--- src/rtl/kvt_pkg.sv ---
// types and character constants of the key/value pair tokenizer
// no dependencies; used by every module of the block
package kvt_pkg;

    localparam int CHAR_W = 16;
    localparam int SP_W   = 8;

    // special code units
    localparam logic [CHAR_W-1:0] C_OPEN  = 16'h003C;
    localparam logic [CHAR_W-1:0] C_EQUAL = 16'h003D;
    localparam logic [CHAR_W-1:0] C_CLOSE = 16'h003E;
    localparam logic [CHAR_W-1:0] C_QUOTE = 16'h0022;
    localparam logic [CHAR_W-1:0] C_SPACE = 16'h0020;
    localparam logic [CHAR_W-1:0] C_CR    = 16'h000D;
    localparam logic [CHAR_W-1:0] C_LF    = 16'h000A;

    localparam logic [SP_W-1:0] SP_MAX = 8'd255;

    // scanner phase
    typedef enum logic [2:0] {
        PH_IDLE,
        PH_BKEY,
        PH_KEY,
        PH_AKEY,
        PH_BVAL,
        PH_VAL,
        PH_AVAL
    } t_phase;

    // result kind
    typedef enum logic [1:0] {
        K_KEY,
        K_VAL,
        K_DONE,
        K_DROP
    } t_kind;

    // one result item
    typedef struct packed {
        t_kind             kind;
        logic [CHAR_W-1:0] ch;
        logic [SP_W-1:0]   sp;
        logic              last;
    } t_result;

    // results of one input item, handed to the result queue
    typedef struct packed {
        logic [1:0] n;
        t_result    r0;
        t_result    r1;
    } t_push;

endpackage

--- src/rtl/kvt_scan.sv ---
// scanner state and next-state logic, one code unit per enabled cycle
// depends on kvt_pkg
module kvt_scan import kvt_pkg::*; (
    input  logic              i_clk,
    input  logic              i_rst_n,
    input  logic              i_en,
    input  logic [CHAR_W-1:0] i_char,
    input  logic              i_eot,
    output t_push             o_push
);

    t_phase          r_phase, n_phase;
    logic            r_in_quotes, n_in_quotes;
    logic            r_quote_pend, n_quote_pend;
    logic [SP_W-1:0] r_held, n_held;

    logic              ctl;
    logic              skip;
    logic              em;
    t_kind             ek;
    logic [CHAR_W-1:0] ec;
    logic [SP_W-1:0]   es;
    logic              do_drop;
    logic              do_done;
    logic              eot_drop;
    t_result           res_scan;
    t_result           res_drop;

    // scan one unit, then apply end of text
    always_comb begin
        n_phase      = r_phase;
        n_in_quotes  = r_in_quotes;
        n_quote_pend = r_quote_pend;
        n_held       = r_held;
        ctl          = (i_char == C_CR) || (i_char == C_LF);
        skip         = 1'b0;
        em           = 1'b0;
        ek           = K_KEY;
        ec           = '0;
        es           = '0;
        do_drop      = 1'b0;
        do_done      = 1'b0;
        eot_drop     = 1'b0;

        // quote inside quotes: doubled quote or closing quote
        if (r_quote_pend) begin
            n_quote_pend = 1'b0;
            if (i_char == C_QUOTE) begin
                em   = 1'b1;
                ek   = (r_phase == PH_KEY) ? K_KEY : K_VAL;
                ec   = C_QUOTE;
                skip = 1'b1;
            end else begin
                n_in_quotes = 1'b0;
                n_phase     = (r_phase == PH_KEY) ? PH_AKEY : PH_AVAL;
            end
        end

        if (!skip) begin
            case (n_phase)
                PH_BKEY: begin
                    if (i_char == C_OPEN || i_char == C_EQUAL || i_char == C_CLOSE || ctl) begin
                        do_drop = 1'b1;
                    end else if (i_char != C_SPACE) begin
                        n_phase = PH_KEY;
                        if (i_char == C_QUOTE) begin
                            n_in_quotes = 1'b1;
                        end else begin
                            em = 1'b1;
                            ek = K_KEY;
                            ec = i_char;
                        end
                    end
                end
                PH_KEY: begin
                    if (n_in_quotes) begin
                        if (i_char == C_QUOTE) begin
                            n_quote_pend = 1'b1;
                        end else begin
                            em = 1'b1;
                            ek = K_KEY;
                            ec = i_char;
                        end
                    end else if (i_char == C_OPEN || i_char == C_QUOTE ||
                                 i_char == C_CLOSE || ctl) begin
                        do_drop = 1'b1;
                    end else if (i_char == C_EQUAL) begin
                        n_held  = '0;
                        n_phase = PH_BVAL;
                    end else if (i_char == C_SPACE) begin
                        n_held = SP_W'(1);
                    end else begin
                        em     = 1'b1;
                        ek     = K_KEY;
                        ec     = i_char;
                        es     = (n_held != '0) ? SP_W'(1) : '0;
                        n_held = '0;
                    end
                end
                PH_AKEY: begin
                    if (i_char == C_EQUAL) begin
                        n_phase = PH_BVAL;
                    end else if (i_char != C_SPACE) begin
                        do_drop = 1'b1;
                    end
                end
                PH_BVAL: begin
                    if (i_char == C_CLOSE) begin
                        do_done = 1'b1;
                    end else if (i_char == C_OPEN || i_char == C_EQUAL || ctl) begin
                        do_drop = 1'b1;
                    end else if (i_char != C_SPACE) begin
                        n_phase = PH_VAL;
                        if (i_char == C_QUOTE) begin
                            n_in_quotes = 1'b1;
                        end else begin
                            em = 1'b1;
                            ek = K_VAL;
                            ec = i_char;
                        end
                    end
                end
                PH_VAL: begin
                    if (n_in_quotes) begin
                        if (i_char == C_QUOTE) begin
                            n_quote_pend = 1'b1;
                        end else begin
                            em = 1'b1;
                            ek = K_VAL;
                            ec = i_char;
                        end
                    end else if (i_char == C_OPEN || i_char == C_QUOTE ||
                                 i_char == C_EQUAL || ctl) begin
                        do_drop = 1'b1;
                    end else if (i_char == C_CLOSE) begin
                        do_done = 1'b1;
                    end else if (i_char == C_SPACE) begin
                        if (n_held != SP_MAX) begin
                            n_held = n_held + 1'b1;
                        end
                    end else begin
                        em     = 1'b1;
                        ek     = K_VAL;
                        ec     = i_char;
                        es     = n_held;
                        n_held = '0;
                    end
                end
                PH_AVAL: begin
                    if (i_char == C_CLOSE) begin
                        do_done = 1'b1;
                    end else if (i_char != C_SPACE) begin
                        do_drop = 1'b1;
                    end
                end
                default: begin
                    // idle, and the unused phase code
                    n_phase = PH_IDLE;
                    if (i_char == C_OPEN) begin
                        n_in_quotes  = 1'b0;
                        n_quote_pend = 1'b0;
                        n_held       = '0;
                        n_phase      = PH_BKEY;
                    end
                end
            endcase
        end

        // invalid unit: drop the pair, rescan from idle, or from a new pair on '<'
        if (do_drop) begin
            em           = 1'b1;
            ek           = K_DROP;
            ec           = '0;
            es           = '0;
            n_in_quotes  = 1'b0;
            n_quote_pend = 1'b0;
            n_held       = '0;
            n_phase      = (i_char == C_OPEN) ? PH_BKEY : PH_IDLE;
        end

        // closing mark: pair complete
        if (do_done) begin
            em           = 1'b1;
            ek           = K_DONE;
            ec           = '0;
            es           = '0;
            n_in_quotes  = 1'b0;
            n_quote_pend = 1'b0;
            n_held       = '0;
            n_phase      = PH_IDLE;
        end

        // end of text drops an unfinished pair
        if (i_eot) begin
            eot_drop     = (n_phase != PH_IDLE);
            n_phase      = PH_IDLE;
            n_in_quotes  = 1'b0;
            n_quote_pend = 1'b0;
            n_held       = '0;
        end
    end

    // pack the results of this unit
    always_comb begin
        res_scan.kind = ek;
        res_scan.ch   = ec;
        res_scan.sp   = es;
        res_scan.last = !eot_drop;
        res_drop.kind = K_DROP;
        res_drop.ch   = '0;
        res_drop.sp   = '0;
        res_drop.last = 1'b1;
        o_push.n      = {1'b0, em} + {1'b0, eot_drop};
        o_push.r0     = em ? res_scan : res_drop;
        o_push.r1     = res_drop;
    end

    // scanner state
    always_ff @(posedge i_clk) begin
        if (!i_rst_n) begin
            r_phase      <= PH_IDLE;
            r_in_quotes  <= 1'b0;
            r_quote_pend <= 1'b0;
            r_held       <= '0;
        end else if (i_en) begin
            r_phase      <= n_phase;
            r_in_quotes  <= n_in_quotes;
            r_quote_pend <= n_quote_pend;
            r_held       <= n_held;
        end
    end

endmodule

--- src/rtl/kvt_outq.sv ---
// result queue: takes up to two results a cycle, hands out one
// depends on kvt_pkg
module kvt_outq import kvt_pkg::*; #(
    parameter int DEPTH = 4
) (
    input  logic    i_clk,
    input  logic    i_rst_n,
    input  t_push   i_push,
    output logic    o_room,
    output logic    o_valid,
    input  logic    i_ready,
    output t_result o_item
);

    localparam int AW = $clog2(DEPTH);
    localparam int CW = $clog2(DEPTH + 1);

    t_result         r_mem [DEPTH];
    logic [AW-1:0]   r_wp, n_wp;
    logic [AW-1:0]   r_rp, n_rp;
    logic [CW-1:0]   r_cnt, n_cnt;
    logic [AW-1:0]   wp1;
    logic            pop;

    function automatic logic [AW-1:0] inc(input logic [AW-1:0] p);
        return (p == AW'(DEPTH - 1)) ? '0 : p + 1'b1;
    endfunction

    // pointer and count update
    always_comb begin
        wp1   = inc(r_wp);
        pop   = o_valid && i_ready;
        n_rp  = pop ? inc(r_rp) : r_rp;
        case (i_push.n)
            2'd1:    n_wp = wp1;
            2'd2:    n_wp = inc(wp1);
            default: n_wp = r_wp;
        endcase
        n_cnt = r_cnt + CW'(i_push.n) - CW'(pop);
    end

    assign o_valid = (r_cnt != '0);
    assign o_room  = (r_cnt <= CW'(DEPTH - 2));
    assign o_item  = r_mem[r_rp];

    // control registers
    always_ff @(posedge i_clk) begin
        if (!i_rst_n) begin
            r_wp  <= '0;
            r_rp  <= '0;
            r_cnt <= '0;
        end else begin
            r_wp  <= n_wp;
            r_rp  <= n_rp;
            r_cnt <= n_cnt;
        end
    end

    // result storage
    always_ff @(posedge i_clk) begin
        if (i_push.n != 2'd0) begin
            r_mem[r_wp] <= i_push.r0;
        end
        if (i_push.n == 2'd2) begin
            r_mem[wp1] <= i_push.r1;
        end
    end

endmodule

--- src/rtl/key_value_pair_tokenizer.sv ---
// top level of the key/value pair tokenizer: input register, scanner, result queue
// depends on kvt_pkg, kvt_scan and kvt_outq
//
// Takes one 16-bit code unit per cycle and reports key characters, value
// characters, pair-complete and pair-dropped marks. A unit is held in an
// input register until the queue has room, then scanned in a single pass
// whose results (none, one or two) enter a P_QUEUE_DEPTH-entry result
// queue, whose head is on the output. Input is taken every cycle as long
// as the queue has room for two results, so the sustained rate is one
// unit per cycle, bounded on the output side by one result per cycle when
// units give two results or the consumer stalls.
module key_value_pair_tokenizer import kvt_pkg::*; #(
    parameter int P_QUEUE_DEPTH = 4
) (
    input  logic        i_clk,
    input  logic        i_rst_n,
    input  logic        i_s_axis_tvalid,
    output logic        o_s_axis_tready,
    input  logic [15:0] i_s_axis_tdata,   // [15:0] char_code
    input  logic        i_s_axis_tlast,   // end_of_text
    output logic        o_m_axis_tvalid,
    input  logic        i_m_axis_tready,
    output logic [23:0] o_m_axis_tdata,   // [15:0] char_code_res, [23:16] spaces_before
    output logic [1:0]  o_m_axis_tuser,   // [1:0] kind
    output logic        o_m_axis_tlast    // last_of_run
);

    logic              r_in_valid;
    logic [CHAR_W-1:0] r_in_char;
    logic              r_in_eot;
    logic              room;
    logic              process;
    t_push             scan_push;
    t_push             q_push;
    t_result           q_item;

    assign process         = r_in_valid && room;
    assign o_s_axis_tready = !r_in_valid || process;

    // input register
    always_ff @(posedge i_clk) begin
        if (!i_rst_n) begin
            r_in_valid <= 1'b0;
        end else if (i_s_axis_tvalid && o_s_axis_tready) begin
            r_in_valid <= 1'b1;
        end else if (process) begin
            r_in_valid <= 1'b0;
        end
    end

    always_ff @(posedge i_clk) begin
        if (i_s_axis_tvalid && o_s_axis_tready) begin
            r_in_char <= i_s_axis_tdata;
            r_in_eot  <= i_s_axis_tlast;
        end
    end

    kvt_scan u_scan (
        .i_clk   (i_clk),
        .i_rst_n (i_rst_n),
        .i_en    (process),
        .i_char  (r_in_char),
        .i_eot   (r_in_eot),
        .o_push  (scan_push)
    );

    // only push while the item is really taken
    always_comb begin
        q_push   = scan_push;
        q_push.n = process ? scan_push.n : 2'd0;
    end

    kvt_outq #(
        .DEPTH (P_QUEUE_DEPTH)
    ) u_outq (
        .i_clk   (i_clk),
        .i_rst_n (i_rst_n),
        .i_push  (q_push),
        .o_room  (room),
        .o_valid (o_m_axis_tvalid),
        .i_ready (i_m_axis_tready),
        .o_item  (q_item)
    );

    assign o_m_axis_tdata = {q_item.sp, q_item.ch};
    assign o_m_axis_tuser = q_item.kind;
    assign o_m_axis_tlast = q_item.last;

endmodule

--- config.mk ---
export PLATFORM = sky130hd
export DESIGN_NAME = key_value_pair_tokenizer
export DESIGN_NICKNAME = d
export VERILOG_FILES = /design/src/rtl/kvt_pkg.sv /design/src/rtl/kvt_scan.sv /design/src/rtl/kvt_outq.sv /design/src/rtl/key_value_pair_tokenizer.sv
export SDC_FILE = /design/constraint.sdc
export NUM_CORES = 1
export LEC_CHECK = 0
export ABC_AREA = 0
export ABC_CLOCK_PERIOD_IN_PS = 7500
export BUFFER_PORTS_ARGS = -buffer_cell sky130_fd_sc_hd__buf_2
export CORE_ASPECT_RATIO = 1.75
export CORE_MARGIN = 4
export CORE_UTILIZATION = 36
export CTS_BUF_LIST = sky130_fd_sc_hd__clkbuf_16
export DETAILED_ROUTE_END_ITERATION = 10
export GPL_TIMING_DRIVEN = 0
export PLACE_DENSITY = 0.61
export SLEW_MARGIN = 15
export SYNTH_ARGS = -nofsm -noshare
export SYNTH_HDL_FRONTEND = slang
export SYNTH_SLANG_ARGS = --single-unit
--- constraint.sdc ---
create_clock -name i_clk -period 7.5 [get_ports i_clk]
set_input_delay 1.5 -clock i_clk [delete_from_list [all_inputs] [get_ports i_clk]]
set_output_delay 1.5 -clock i_clk [all_outputs]
set_load 0.1 [all_outputs]
# == Yosys cells after proc, flatten, opt, wreduce, memory -nomap -nowiden ==
# Memories as Yosys holds them, arrays and structs flattened. A register that Yosys moved wholly into a read port is not among the register bits.
# Index checks and enable logic that the tools add are counted.
# word_totals
ff_bits,38
wordCells,231
in_bits,21
output_inout_bits,29
memories,1
ramBits,108
# memory_table
memory,words,width,rd,rd_ports_with_merged_regs,write_ports,line,text
u_outq.r_mem,4,27,1,1,2,kvt_outq.sv:18,t_result r_mem [DEPTH];
# op_classes
n_eq_ne,29
reduce_logical,29
muxes,154
order_cmp,1
add_sub_neg,7
# ops
operator,n
2-to-1 mux 16 bit,16
2-to-1 mux 8 bit,24
equality test 16 x 6 -> 1 bit (second input constant),5
one-hot mux 16 bit (4 select lines),1
2-to-1 mux 1 bit,61
2-to-1 mux 2 bit,26
2-to-1 mux 3 bit,15
equality test 16 x 4 -> 1 bit (second input constant),2
2-to-1 mux 27 bit,1
inequality test 5 x 3 -> 1 bit (second input constant),5
one-hot mux 8 bit (3 select lines),1
inequality test 16 x 6 -> 1 bit (second input constant),1
one-hot mux 8 bit (2 select lines),1
one-hot mux 3 bit (5 select lines),1
logical OR 1 bit,11
AND reduction 10 bit,1
equality test 3 x 2 -> 1 bit (second input constant),3
equality test 3 bit (second input constant),3
adder 8 x 1 -> 8 bit (second input constant),1
equality test 2 bit (second input constant),4
inequality test 8 bit (second input constant),1
one-hot mux 2 bit (4 select lines),1
nonzero test 8 bit,1
OR reduction 4 bit,2
other kinds (22),32

# == Depth between registers and ports, before layout ==
# Gate-level depths: netlist of the first run.
# depth
word_depth,18
ltp_mapped,22
mapped_depth_nobuf,19

# == Cells and area by module ==
# From an unflattened synthesis of the first run, not the netlist that was laid out.
# unflattened
hier_cells,640
area_unflattened_um2,8580.7
# by_module_without_submodules
module,cells_each,n_inst,seq_area_each_um2,area_per_inst_um2
kvt_outq,329,1,3423.3,5916.9
kvt_scan,286,1,260.2,2073.2
key_value_pair_tokenizer,25,1,530.5,590.6

# == Worst setup path after synthesis of the first run ==
# OpenSTA, ideal clock, no wires.
# synth_path
path_kind,register to register
start,register r_in_char[9]
end,memory u_outq.r_mem[0][2] (netlist name)
slack_ns,3.195
setup_ns,0.128
n_path_buf,5
required_time_ns,7.372
arrival_ns,4.177
period_less_slack_ns,4.305
path_stages_with_launch,21
path_cell_list,edfxtp_1 -> nor4_1 -> and4_1 -> buf_2 -> nor2_1 -> a21boi_0 -> ha_1 -> a21oi_2 -> or4_1 -> buf_4 -> nand3_1 -> o21ai_0 -> a22o_1 -> ha_1 -> nand2_1 -> ha_1 -> clkbuf_1 -> and2_1 -> clkbuf_1 -> clkbuf_1 -> nor2_1
# synth_lines
item,line,text
from (decl),key_value_pair_tokenizer.sv:29,logic [CHAR_W-1:0] r_in_char;
from (signal assigned),key_value_pair_tokenizer.sv:53,r_in_char <= i_s_axis_tdata;
to (decl),kvt_outq.sv:18,

==> results of run 1 <==
## stage by stage
stage / util (%) / cells / setup slack, ns / area [µm²]
6_report: 42.7 / 1164 / 1.85 / 8500
2_1_floorplan: - / 838 / 3.20 / 7340
3_3_place_gp: 39.6 / 1132 / 1.91 / 7890
4_1_cts: 42.7 / 1164 / 1.89 / 8500
5_1_grt: 42.7 / 1164 / 1.36 / 8500
3_5_place_dp: 39.6 / 1132 / 1.92 / 7890
## cell families after synthesis
family,share of synthesized area (%)
buffers and inverters,4.69
AOI/OAI and AO/OA,15.3
xor gates and xnor gates,0.477
muxes,8.88
and+or+nand+nor,24.6
adders and majority gates,3.34
DFF,42.7
## layer usage
| metal | track usage (%) | up-vias | part of all wire [%] |
|---|---|---|---|
| li1 | - | 3148 | - |
| met1 | 21.4 | 3158 | 36 |
| met2 | 39.1 | 200 | 56 |
| met3 | 3.23 | 70 | 3.7 |
| met4 | 10.8 | 0 | 4.4 |
| met5 | 0 | - | 0 |
## critical path, stage by stage (launching register included)
cell      delay, ns
edfxtp_1       0.49
nor4_1         0.55
and4_1         0.38
buf_2          0.25
nor2_1         0.18
a21boi_0       0.21
ha_1           0.19
a21oi_2        0.05
or4_1          0.41
buf_4          0.19
nand3_1        0.18
o21ai_0        0.16
a22o_1         0.29
ha_1           0.30
nand2_1        0.12
ha_1           0.30
nand2b_1       0.14
clkbuf_1       0.28
clkbuf_1       0.54
nor2_1         0.12
a21oi_1        0.15
nor2_1         0.05
## sequential cells by signal, indices dropped and copies added, names as in the netlist, 2 cells and up, named ones only
name	count
u_outq.r_mem	108
r_in_char	16
u_scan.r_held	8
u_outq.r_cnt	3
u_scan.r_phase	3
u_outq.r_rp	2
u_outq.r_wp	2
## cells in the final DEF (no fill, tap or decap), drive strengths merged, types with 3 or more instances in the layout
cell type / n
clkinvlp: 3
nor4: 12
a22o: 4
a221o: 6
or2: 3
nand4: 13
mux2: 3
o21ai: 23
nor4b: 4
clkinv: 5
clkbuf: 72
nor2b: 8
nand2: 106
a31oi: 12
or3: 6
o211ai: 4
a21boi: 3
buf: 62
a21oi: 106
nand3: 59
nand2b: 9
bufinv: 4
or4: 8
mux4: 27
nor2: 90
edfxtp: 17
inv: 21
a211oi: 9
and2: 13
nor3: 13
and3: 6
dfxtp: 131
ha: 18
## power by group through the flow
stage               Clock [W]  Sequential [W]  Combinational (W)
global route         0.000945        0.000885           0.000427
finish               0.000899        0.000880           0.000394
global placement            0        0.000896           0.000396
CTS                  0.000906        0.000880           0.000399
floorplan                   0        0.000886           0.000326
detailed placement          0        0.000897           0.000398
## area by class of cell
cell class | instances | area, µm²
buffer | 68 | 277
clock buffer | 17 | 425
clock inverter | 15 | 188
fill | 2029 | 11400
inverter | 18 | 67.6
multi-input combinational | 604 | 3860
sequential | 148 | 3130
tap | 245 | 307
timing repair buffer | 49 | 245
## how the worst min path moves through the flow
stage | to | cells after the start | startpoint | slack [ns]
3_5_place_dp | u_outq.r_mem[1][11]$_SDFFE_PP0P_ | 2 | u_outq.r_mem[1][11]$_SDFFE_PP0P_ | 0.44
6_report | u_outq.r_mem[1][11]$_SDFFE_PP0P_ | 2 | u_outq.r_mem[1][11]$_SDFFE_PP0P_ | 0.45
2_1_floorplan | u_outq.r_mem[1][12]$_SDFFE_PP0P_ | 2 | u_outq.r_mem[1][12]$_SDFFE_PP0P_ | 0.43
4_1_cts | u_outq.r_mem[1][11]$_SDFFE_PP0P_ | 2 | u_outq.r_mem[1][11]$_SDFFE_PP0P_ | 0.45
5_1_grt | u_outq.r_mem[3][19]$_SDFFE_PP0P_ | 2 | u_outq.r_mem[3][19]$_SDFFE_PP0P_ | 0.46
3_3_place_gp | u_outq.r_mem[3][12]$_SDFFE_PP0P_ | 2 | u_outq.r_mem[3][12]$_SDFFE_PP0P_ | 0.43
==> impl_metrics.py, run 1 <==
metrics = {
    "place": {
        "port_buffers": 49,
        "place_hpwl_mm": 17.2,
        "gp_congestion": 0.919,
    },
    "yosys": {
        "synth_top_area_share_pct": 35.7,
        "synth.yosys.seq_area_share_pct": 42.7,
        "syn_area_mm2": 0.00734,
        "synthTopCellsByCount": "131 x dfxtp_1, 106 x nand2_1, 105 x a21oi_1",
        "synth_most_common_cell": "dfxtp_1",
        "syn_inst": 838,
        "synth.area.top_cells": "dfxtp_1 36%, mux4_2 8.3%, a21oi_1 7.2%",
        "synth_cell_types": 72,
        "synth_warnings": 0,
        "yosys.area.top_type": "dfxtp_1",
        "synth_fp_nets": 878,
        "synth_area_per_cell_um2": 8.76,
        "synthArstFlopShare_pct": 0,
        "ys_ff_latch": 148,
        "synth_edf_count": 17,
        "ys.flop_type": "dfxtp_1",
    },
    "setup_path": {
        "crit_type": "flop to flop",
        "cp_max_fo": 10,
        "crit_end": "u_outq.r_mem[0][6]$_SDFFE_PP0P_",
        "critPathLaunchType": "flop",
        "required_ns": 7.79,
        "ff2ff_path_depth": 21,
        "rrSetupSlack_ns": 1.85,
        "r2r_end": "u_outq.r_mem[0][6]$_SDFFE_PP0P_",
        "worstSetupEndpointType": "flop",
        "worst_ep_arrival_time_ns": 5.94,
        "cp-startpoint": "r_in_char[9]$_DFFE_PP_",
        "r2r-start": "r_in_char[9]$_DFFE_PP_",
    },
    "power_and_ir_drop": {
        "power_frac_comb_pct": 18.1,
        "p_int_w": 0.00152,
        "switching_power_w": 0.000658,
        "seqPwrFrac_pct": 40.5,
        "p_leak_nw": 3.14,
        "ir_drop_v": 0.000180,
        "p_clk_share_pct": 41.4,
        "fin_total_pwr_w": 0.00217,
        "switching_share_pct": 30.3,
        "cellPowerDensity_mw_per_mm2": 256,
    },
    "timing": {
        "setup_viol": 0,
        "slew_viol_final": 0,
        "tightest_slew_ns": 1.02,
        "relSlewSlack_pct": 31.7,
        "finalHoldViolations": 0,
        "timing.final.crit_share_pct": 75.3,
        "finClkSkew_ns": 0.00632,
        "period_minus_slack_ns": 5.65,
        "holdWs_ns": 0.450,
        "setup_tns_ns": 0,
        "rsz0062_at_grt": "false",
        "fmax_mhz": 177,
    },
    "hold_path": {
        "hp-class": "flop to flop",
    },
    "global_route": {
        "grt_pass1_vias": 6655,
        "grt_pass1_wl_mm": 36.5,
        "grt_antenna_before_repair": 0,
        "grt_max_degree": 18,
        "gr-total-overflow": 0,
        "grt_use_total_pct": 20.7,
    },
    "detailed_routing": {
        "drc": 0,
        "drt.antenna.violating_nets": 0,
        "num_vias": 6576,
        "vias_per_cell": 5.65,
        "first_pass_iters": 5,
        "finalWirelength_mm": 23.0,
        "drtIter0Drc": 469,
        "post_drt_wl_per_cell_um": 19.7,
    },
    "clock_tree": {
        "post_cts_resized": 0,
        "cts.sinks": 148,
        "htreeDepth": 4,
        "numCtsBuffers": 17,
        "clock_latency_ns": 0.42,
        "ctsHoldBuffers": 0,
        "clk_pin_slew_ns": 0.06,
        "post_cts_buffers": 0,
        "cts_buffer_depth": 2,
        "tritoncts": "done",
        "cts_root_buffer": "clkbuf_16",
    },
    "die": {
        "die_h_um": 197,
        "die_area_mm2": 0.0228,
        "pin_count": 50,
        "die_x_um": 116,
        "initial_utilization_pct": 36.9,
        "coreArea_mm2": 0.0199,
        "rows": 68,
    },
    "cells_and_area": {
        "drive_gt1_share_pct": 14.9,
        "area_delta_synth_final_pct": 15.9,
        "n_antenna_cell": 0,
        "nets": 946,
    },
    "run_status": {
        "outcome": "complete, no violations",
    },
    "run": {
        "cap_violations": 0,
    },
}
Power figures use the tool's default switching activity.
==> run 2: changes to the inputs <==
--- a/config.mk
+++ b/config.mk
@@ -5,8 +5,8 @@
 export SDC_FILE = /design/constraint.sdc
 export NUM_CORES = 1
 export LEC_CHECK = 0
-export ABC_AREA = 0
-export ABC_CLOCK_PERIOD_IN_PS = 7500
+export ABC_AREA = 1
+export ABC_CLOCK_PERIOD_IN_PS = 4640
 export BUFFER_PORTS_ARGS = -buffer_cell sky130_fd_sc_hd__buf_2
 export CORE_ASPECT_RATIO = 1.75
 export CORE_MARGIN = 4
@@ -14,7 +14,7 @@
 export CTS_BUF_LIST = sky130_fd_sc_hd__clkbuf_16
 export DETAILED_ROUTE_END_ITERATION = 10
 export GPL_TIMING_DRIVEN = 0
-export PLACE_DENSITY = 0.61
+export PLACE_DENSITY = 0.63
 export SLEW_MARGIN = 15
 export SYNTH_ARGS = -nofsm -noshare
 export SYNTH_HDL_FRONTEND = slang
==> constraint.sdc (replaced) <==
create_clock -name i_clk -period 4.64 [get_ports i_clk]
set_input_delay 0.928 -clock i_clk [delete_from_list [all_inputs] [get_ports i_clk]]
set_output_delay 0.928 -clock i_clk [all_outputs]
set_load 0.1 [all_outputs]
==> run 2 against run 1 <==
  * Global-route usage rose by 0.47 points
  * Synthesized cell count rose by 28%
  * Final area rose by 3.5%
  * Critical path depth rose by 4
  * Non-clock buffer count fell by 16
  * Clock-buffer cell count did not move
  * Sequential share of layout area fell by 1.2 points
  * Clock power rose by 60%
  * Critical path type unchanged
  * Largest power group is now combinational logic
==> impl_metrics.py, run 2 <==
metrics = {
    "cells_and_area": {
        "layout_commonest_cell": "nor2_1",
        "seqCellArea_mm2": 0.00313,
        "reg.largest.list": "u_outq.r_mem: 108 flops, r_in_char: 16 flops, u_scan.r_held: 8 flops",
        "largest-register": "u_outq.r_mem",
        "drive_gt1_share_pct": 13.7,
        "nFillCells": 2102,
        "area_delta_synth_final_pct": 16.9,
        "n_antenna_cell": 0,
        "largest_reg_flops": 108,
        "post-route-util_pct": 43.0,
        "nets": 1186,
        "multi_input_area_mm2": 0.00376,
        "final_cell_mix": "203 x nor2_1, 193 x nand2_1, 131 x dfxtp_1",
    },
    "setup_path": {
        "rrSetupSlack_ns": 0.23,
        "worst_ep_arrival_time_ns": 4.74,
        "critical_path.max_stage_delay_ns": 0.45,
        "worst-path-buf-inv": 8,
        "cp_max_fo": 10,
        "r2r-start": "r_in_char[15]$_DFFE_PP_",
        "critPathLaunchType": "flop",
        "crit_type": "flop to flop",
        "critPathSlowestCell": "edfxtp_1",
        "crit_family": "simple AND/OR/NAND/NOR gates",
        "required_ns": 4.96,
        "ff2ff_path_depth": 25,
        "worstSetupEndpointType": "flop",
        "r2r_end": "u_outq.r_mem[2][24]$_SDFFE_PP0P_",
    },
    "global_route": {
        "grt_pass1_wl_mm": 37.5,
        "gr-total-overflow": 0,
        "grt_pass1_vias": 7308,
        "grt_antenna_before_repair": 0,
        "grt_max_degree": 17,
        "grt_use_total_pct": 21.2,
    },
    "detailed_routing": {
        "first_pass_iters": 5,
        "num_vias": 7280,
        "post_drt_wl_per_cell_um": 17.1,
        "drc": 0,
        "vias_per_cell": 5.18,
        "drt.antenna.violating_nets": 0,
        "finalWirelength_mm": 24.0,
        "drtIter0Drc": 496,
    },
    "timing": {
        "rsz0062_at_grt": "true",
        "slew_viol_final": 0,
        "setup_ws_ns": 0.226,
        "fmax_mhz": 227,
        "setup_tns_ns": 0,
        "finClkSkew_ns": 0.00684,
        "tightest_slew_ns": 0.905,
        "finalHoldViolations": 0,
        "setup_viol": 0,
        "relSlewSlack_pct": 38.8,
        "period_minus_slack_ns": 4.41,
        "timing.final.crit_share_pct": 95.1,
    },
    "yosys": {
        "ys_ff_latch": 148,
        "synthArstFlopShare_pct": 0,
        "synth_warnings": 0,
        "syn_inst": 1075,
        "ys.flop_type": "dfxtp_1",
        "synth_fp_nets": 1115,
        "synth_most_common_cell": "nor2_1",
        "synth_top_area_share_pct": 34.8,
        "synth.yosys.seq_area_share_pct": 41.6,
        "synthTopCellsByCount": "204 x nor2_1, 196 x nand2_1, 131 x dfxtp_1",
        "synth_cell_types": 37,
        "yosys.area.top_type": "dfxtp_1",
        "synth_area_per_cell_um2": 7.00,
        "synth.area.top_cells": "dfxtp_1 35%, nor2_1 10%, nand2_1 9.8%",
        "synth_edf_count": 17,
        "syn_area_mm2": 0.00753,
    },
    "die": {
        "pin_count": 50,
        "die_x_um": 117,
        "rows": 69,
        "initial_utilization_pct": 36.8,
        "die_area_mm2": 0.0234,
        "coreArea_mm2": 0.0205,
        "die_h_um": 199,
    },
    "clock_tree": {
        "htreeDepth": 4,
        "clock_latency_ns": 0.43,
        "cts.sinks": 148,
        "cts_root_buffer": "clkbuf_16",
        "tritoncts": "done",
        "numCtsBuffers": 17,
        "clk_pin_slew_ns": 0.06,
        "ctsHoldBuffers": 0,
        "cts_buffer_depth": 2,
    },
    "power_and_ir_drop": {
        "p_leak_nw": 4.32,
        "ir_drop_v": 0.000355,
        "cellPowerDensity_mw_per_mm2": 661,
        "fin_total_pwr_w": 0.00581,
    },
    "hold_path": {
        "min_to": "u_outq.r_mem[2][26]$_SDFFE_PP1P_",
        "hold_start": "u_outq.r_mem[2][26]$_SDFFE_PP1P_",
        "hold_depth": 2,
        "hp-class": "flop to flop",
    },
    "place": {
        "place_hpwl_mm": 18.2,
        "port_buffers": 49,
        "place_ws_ns": -0.455,
        "gp_congestion": 0.931,
    },
    "run": {
        "cap_violations": 0,
    },
    "run_status": {
        "outcome": "complete, no violations",
    },
}
[run 2: cell count changes in the layout (fill, tap and decap cells not counted), sizes merged, moves of 27 or more]
cell and delta:
nor2 +119, nand2 +105, o21ai +105, inv +102, a21oi -31, o22ai +28, mux4 -27
[run 2: kinds of logic after synthesis]
kind of cell | Yosys count | share of synthesized area, %
AOI/OAI and AO/OA | 241 | 17.7
xor gates and xnor gates | 4 | 0.466
adders and majority gates | 19 | 3.26
buffers and inverters | 169 | 8.78
DFF | 148 | 41.6
and+or+nand+nor | 494 | 28.1
[run 2: tightest hold or removal path, delay by kind of cell (launching register included)]
kind | cells | cell delay, ns
flops | 1 | 0.32
compound gates | 2 | 0.12
[run 2: how the worst max path moves through the flow]
stage | start | to | slack (ns) | cells after the start
after floorplan | r_in_char[13]$_DFFE_PP_ | u_outq.r_mem[0][10]$_SDFFE_PP0P_ | 0.79 | 26
after global placement | r_in_char[15]$_DFFE_PP_ | u_outq.r_mem[0][6]$_SDFFE_PP0P_ | -0.39 | 26
after detailed placement | r_in_char[15]$_DFFE_PP_ | u_outq.r_mem[0][7]$_SDFFE_PP0P_ | -0.46 | 26
after CTS | r_in_char[15]$_DFFE_PP_ | u_outq.r_mem[1][19]$_SDFFE_PP0P_ | 0.008 | 26
after global routing | r_in_char[14]$_DFFE_PP_ | u_outq.r_mem[1][24]$_SDFFE_PP0P_ | -0.02 | 28
final | r_in_char[15]$_DFFE_PP_ | u_outq.r_mem[2][24]$_SDFFE_PP0P_ | 0.23 | 25
[run 2: through the flow]
| stage | instances | cell area [µm²] | hold slack [ns] |
|---|---|---|---|
| 2_1_floorplan | 1075 | 7530 | 0.435 |
| 3_3_place_gp | 1372 | 8080 | 0.449 |
| 3_5_place_dp | 1373 | 8100 | 0.449 |
| 4_1_cts | 1403 | 8730 | 0.465 |
| 5_1_grt | 1406 | 8800 | 0.483 |
| 6_report | 1406 | 8800 | 0.465 |
[run 2: where the power goes]
part / switching (W) / internal (W)
logic: 0.00223 / 0.000495
clock network: 0.000545 / 0.000894
registers: 0.000123 / 0.00152
[run 2: layer usage]
layer	share of wire (%)	wire, µm	global-route usage, %
met1	35	8470	20.5
met2	54	13100	39.9
met3	4.0	957	3.42
met4	6.2	1490	13.9
met5	0	0	0
[run 2: layout make-up]
type / count / area share (%)
plain buffers: 48 / 2.89
clock buffers: 17 / 4.83
clock inverters: 14 / 2.08
inverters: 120 / 5.13
multi-input cells: 758 / 42.8
flip-flops and latches: 148 / 35.6
well taps: 248 / 3.53
repair buffers: 53 / 3.17
[run 2: repair_timing]
item                                    4_1_cts  5_1_grt
setup buffers                                 0        3
resized for setup                            19       33
endpoints found under the setup margin       98      104
pin swaps                                     0        1
==> run 3: changes to the inputs <==
--- a/config.mk
+++ b/config.mk
@@ -8,12 +8,10 @@
 export ABC_AREA = 1
 export ABC_CLOCK_PERIOD_IN_PS = 4640
 export BUFFER_PORTS_ARGS = -buffer_cell sky130_fd_sc_hd__buf_2
-export CORE_ASPECT_RATIO = 1.75
 export CORE_MARGIN = 4
 export CORE_UTILIZATION = 36
 export CTS_BUF_LIST = sky130_fd_sc_hd__clkbuf_16
 export DETAILED_ROUTE_END_ITERATION = 10
-export GPL_TIMING_DRIVEN = 0
 export PLACE_DENSITY = 0.63
 export SLEW_MARGIN = 15
 export SYNTH_ARGS = -nofsm -noshare
==> run 3 against run 2 <==
  * Die area down 0.39%
  * Clock skew rose by 0.0057 ns
  * Sequential share of layout area rose by 0.30 points
  * First-iteration DRC count grew 2.8%
  * Sequential power about the same
  * Total power is 3.6% lower
  * Register-to-register slack improved by 0.33 ns
  * Highest routed layer unchanged
==> impl_metrics.py, run 3 (synthesis gave the netlist of run 2 again) <==
metrics = {
    "run_status": {
        "outcome": "complete, no violations",
    },
    "detailed_routing": {
        "drt.antenna.violating_nets": 0,
        "num_vias": 7008,
        "first_pass_iters": 5,
        "post_drt_wl_per_cell_um": 14.7,
        "drc": 0,
        "vias_per_cell": 4.98,
        "drtIter0Drc": 510,
        "finalWirelength_mm": 20.7,
    },
    "cells_and_area": {
        "drive_gt1_share_pct": 14.3,
        "reg.largest.list": "u_outq.r_mem: 108 flops, r_in_char: 16 flops, u_scan.r_held: 8 flops",
        "nets": 1163,
        "largest-register": "u_outq.r_mem",
        "nFillCells": 2102,
        "area_delta_synth_final_pct": 16.0,
        "seqCellArea_mm2": 0.00313,
        "final_cell_mix": "203 x nor2_1, 194 x nand2_1, 130 x dfxtp_1",
        "largest_reg_flops": 108,
        "layout_commonest_cell": "nor2_1",
        "multi_input_area_mm2": 0.00375,
        "n_antenna_cell": 0,
    },
    "global_route": {
        "grt_pass1_vias": 6596,
        "gr-usage-met3_pct": 3.21,
        "use_met1_pct": 23.2,
        "gr-max-usage-layer": "met2",
        "grt_max_degree": 55,
        "gr-total-overflow": 0,
        "grt_antenna_before_repair": 0,
        "grt_use_total_pct": 17.5,
        "grt_use_met2_pct": 29.0,
        "grt_pass1_wl_mm": 33.6,
    },
    "setup_path": {
        "worst_ep_arrival_time_ns": 4.39,
        "ff2ff_path_depth": 25,
        "critPathLaunchType": "flop",
        "worstSetupEndpointType": "flop",
        "cp_num_cells": 25,
        "critical_path.max_stage_delay_ns": 0.43,
        "crit_type": "flop to flop",
        "required_ns": 4.95,
        "worst-path-buf-inv": 6,
        "critPathSlowestCell": "edfxtp_1",
        "cp_max_fo": 19,
        "crit_family": "simple AND/OR/NAND/NOR gates",
        "cp_common_cell": "nand2_1",
    },
    "place": {
        "gp_congestion": 0.935,
        "port_buffers": 49,
        "place_ws_ns": 0.345,
        "place_hpwl_mm": 14.5,
    },
    "timing": {
        "fmax_mhz": 245,
        "slew_viol_final": 0,
        "finalHoldViolations": 0,
        "relSlewSlack_pct": 18.6,
        "setup_ws_ns": 0.560,
        "setup_tns_ns": 0,
        "tightest_slew_ns": 1.20,
        "setup_viol": 0,
        "period_minus_slack_ns": 4.08,
        "finClkSkew_ns": 0.0126,
        "timing.final.crit_share_pct": 87.9,
        "rsz0062_at_grt": "false",
    },
    "clock_tree": {
        "cts.sinks": 148,
        "clock_latency_ns": 0.43,
        "cts_root_buffer": "clkbuf_16",
        "cts_buffer_depth": 2,
        "htreeDepth": 4,
        "tritoncts": "done",
        "clk_pin_slew_ns": 0.07,
        "numCtsBuffers": 17,
    },
    "die": {
        "initial_utilization_pct": 36.8,
        "rows": 52,
        "coreArea_mm2": 0.0204,
        "pin_count": 50,
        "die_h_um": 153,
        "die_x_um": 153,
        "die_area_mm2": 0.0233,
    },
    "run": {
        "cap_violations": 0,
    },
    "power_and_ir_drop": {
        "ir_drop_v": 0.000468,
        "p_leak_nw": 4.23,
        "cellPowerDensity_mw_per_mm2": 642,
    },
    "hold_path": {
        "hold_depth": 2,
        "hp-class": "flop to flop",
    },
}
==> run 3: cell types whose count changed in the layout (fill, tap and decap cells not counted), moves of 4 or more <==
| cell | before | now |
|---|---|---|
| buf_2 | 54 | 49 |
| inv_1 | 115 | 111 |
| clkbuf_4 | 8 | 0 |
| buf_4 | 4 | 24 |
| clkinvlp_4 | 0 | 6 |
| clkbuf_2 | 8 | 0 |
| clkbuf_1 | 24 | 0 |
==> run 3: worst paths after layout <==
check	start	end	slack, ns
setup / recovery	r_in_char[15]$_DFFE_PP_	u_outq.r_mem[1][9]$_SDFFE_PP0P_	0.56
hold / removal	u_outq.r_mem[2][0]$_SDFFE_PP1P_	u_outq.r_mem[2][0]$_SDFFE_PP1P_	0.47
setup reg to reg	r_in_char[15]$_DFFE_PP_	u_outq.r_mem[1][9]$_SDFFE_PP0P_	0.56
hold reg to reg	u_outq.r_mem[2][0]$_SDFFE_PP1P_	u_outq.r_mem[2][0]$_SDFFE_PP1P_	0.47
==> run 3: metal layers <==
metal	up-vias	wire, µm
li1	3588	-
met1	3224	9680
met2	165	9770
met3	31	816
met4	0	394
met5	-	0
==> run 3: area by class of cell <==
| type | count | share of cell area, % |
|---|---|---|
| Multi-Input combinational cell | 758 | 43.0 |
| Timing Repair Buffer | 77 | 5.69 |
| Tap cell | 270 | 3.87 |
| Sequential cell | 148 | 35.9 |
| Timing Repair inverter | 1 | 0.0573 |
| Inverter | 120 | 5.30 |
| Clock inverter | 15 | 1.32 |
| Clock buffer | 17 | 4.87 |
==> run 3: power by group <==
part | switching, W | internal, W | leakage [nW]
logic | 0.00218 | 0.000498 | 2.73
registers | 0.000126 | 0.00152 | 1.24
clock network | 0.000543 | 0.000729 | 0.265
==> run 3: tightest hold or removal path: stages, from the launching register on <==
cell	delay, ns
dfxtp_1	0.32
a21oi_1	0.06
o21ai_0	0.06
==> run 3: repair_timing <==
action	in CTS	in global routing
endpoints found under the hold margin	0	0
hold buffers	0	0
buffers inserted	0	7
gates resized for setup	0	7
setup endpoints to repair	0	53
==> run 3: per-stage QoR <==
stage                     instance area, µm²  cells  utilization (%)  power (W)  hold slack (ns)
after global routing                    8730   1406             42.7    0.00587            0.508
after floorplan                         7530   1075                -    0.00390            0.435
after CTS                               8640   1397             42.3    0.00564            0.468
after global placement                  8100   1365             39.6    0.00434            0.447
after detailed placement                8100   1365             39.6    0.00436            0.453
final                                   8730   1406             42.7    0.00560            0.473
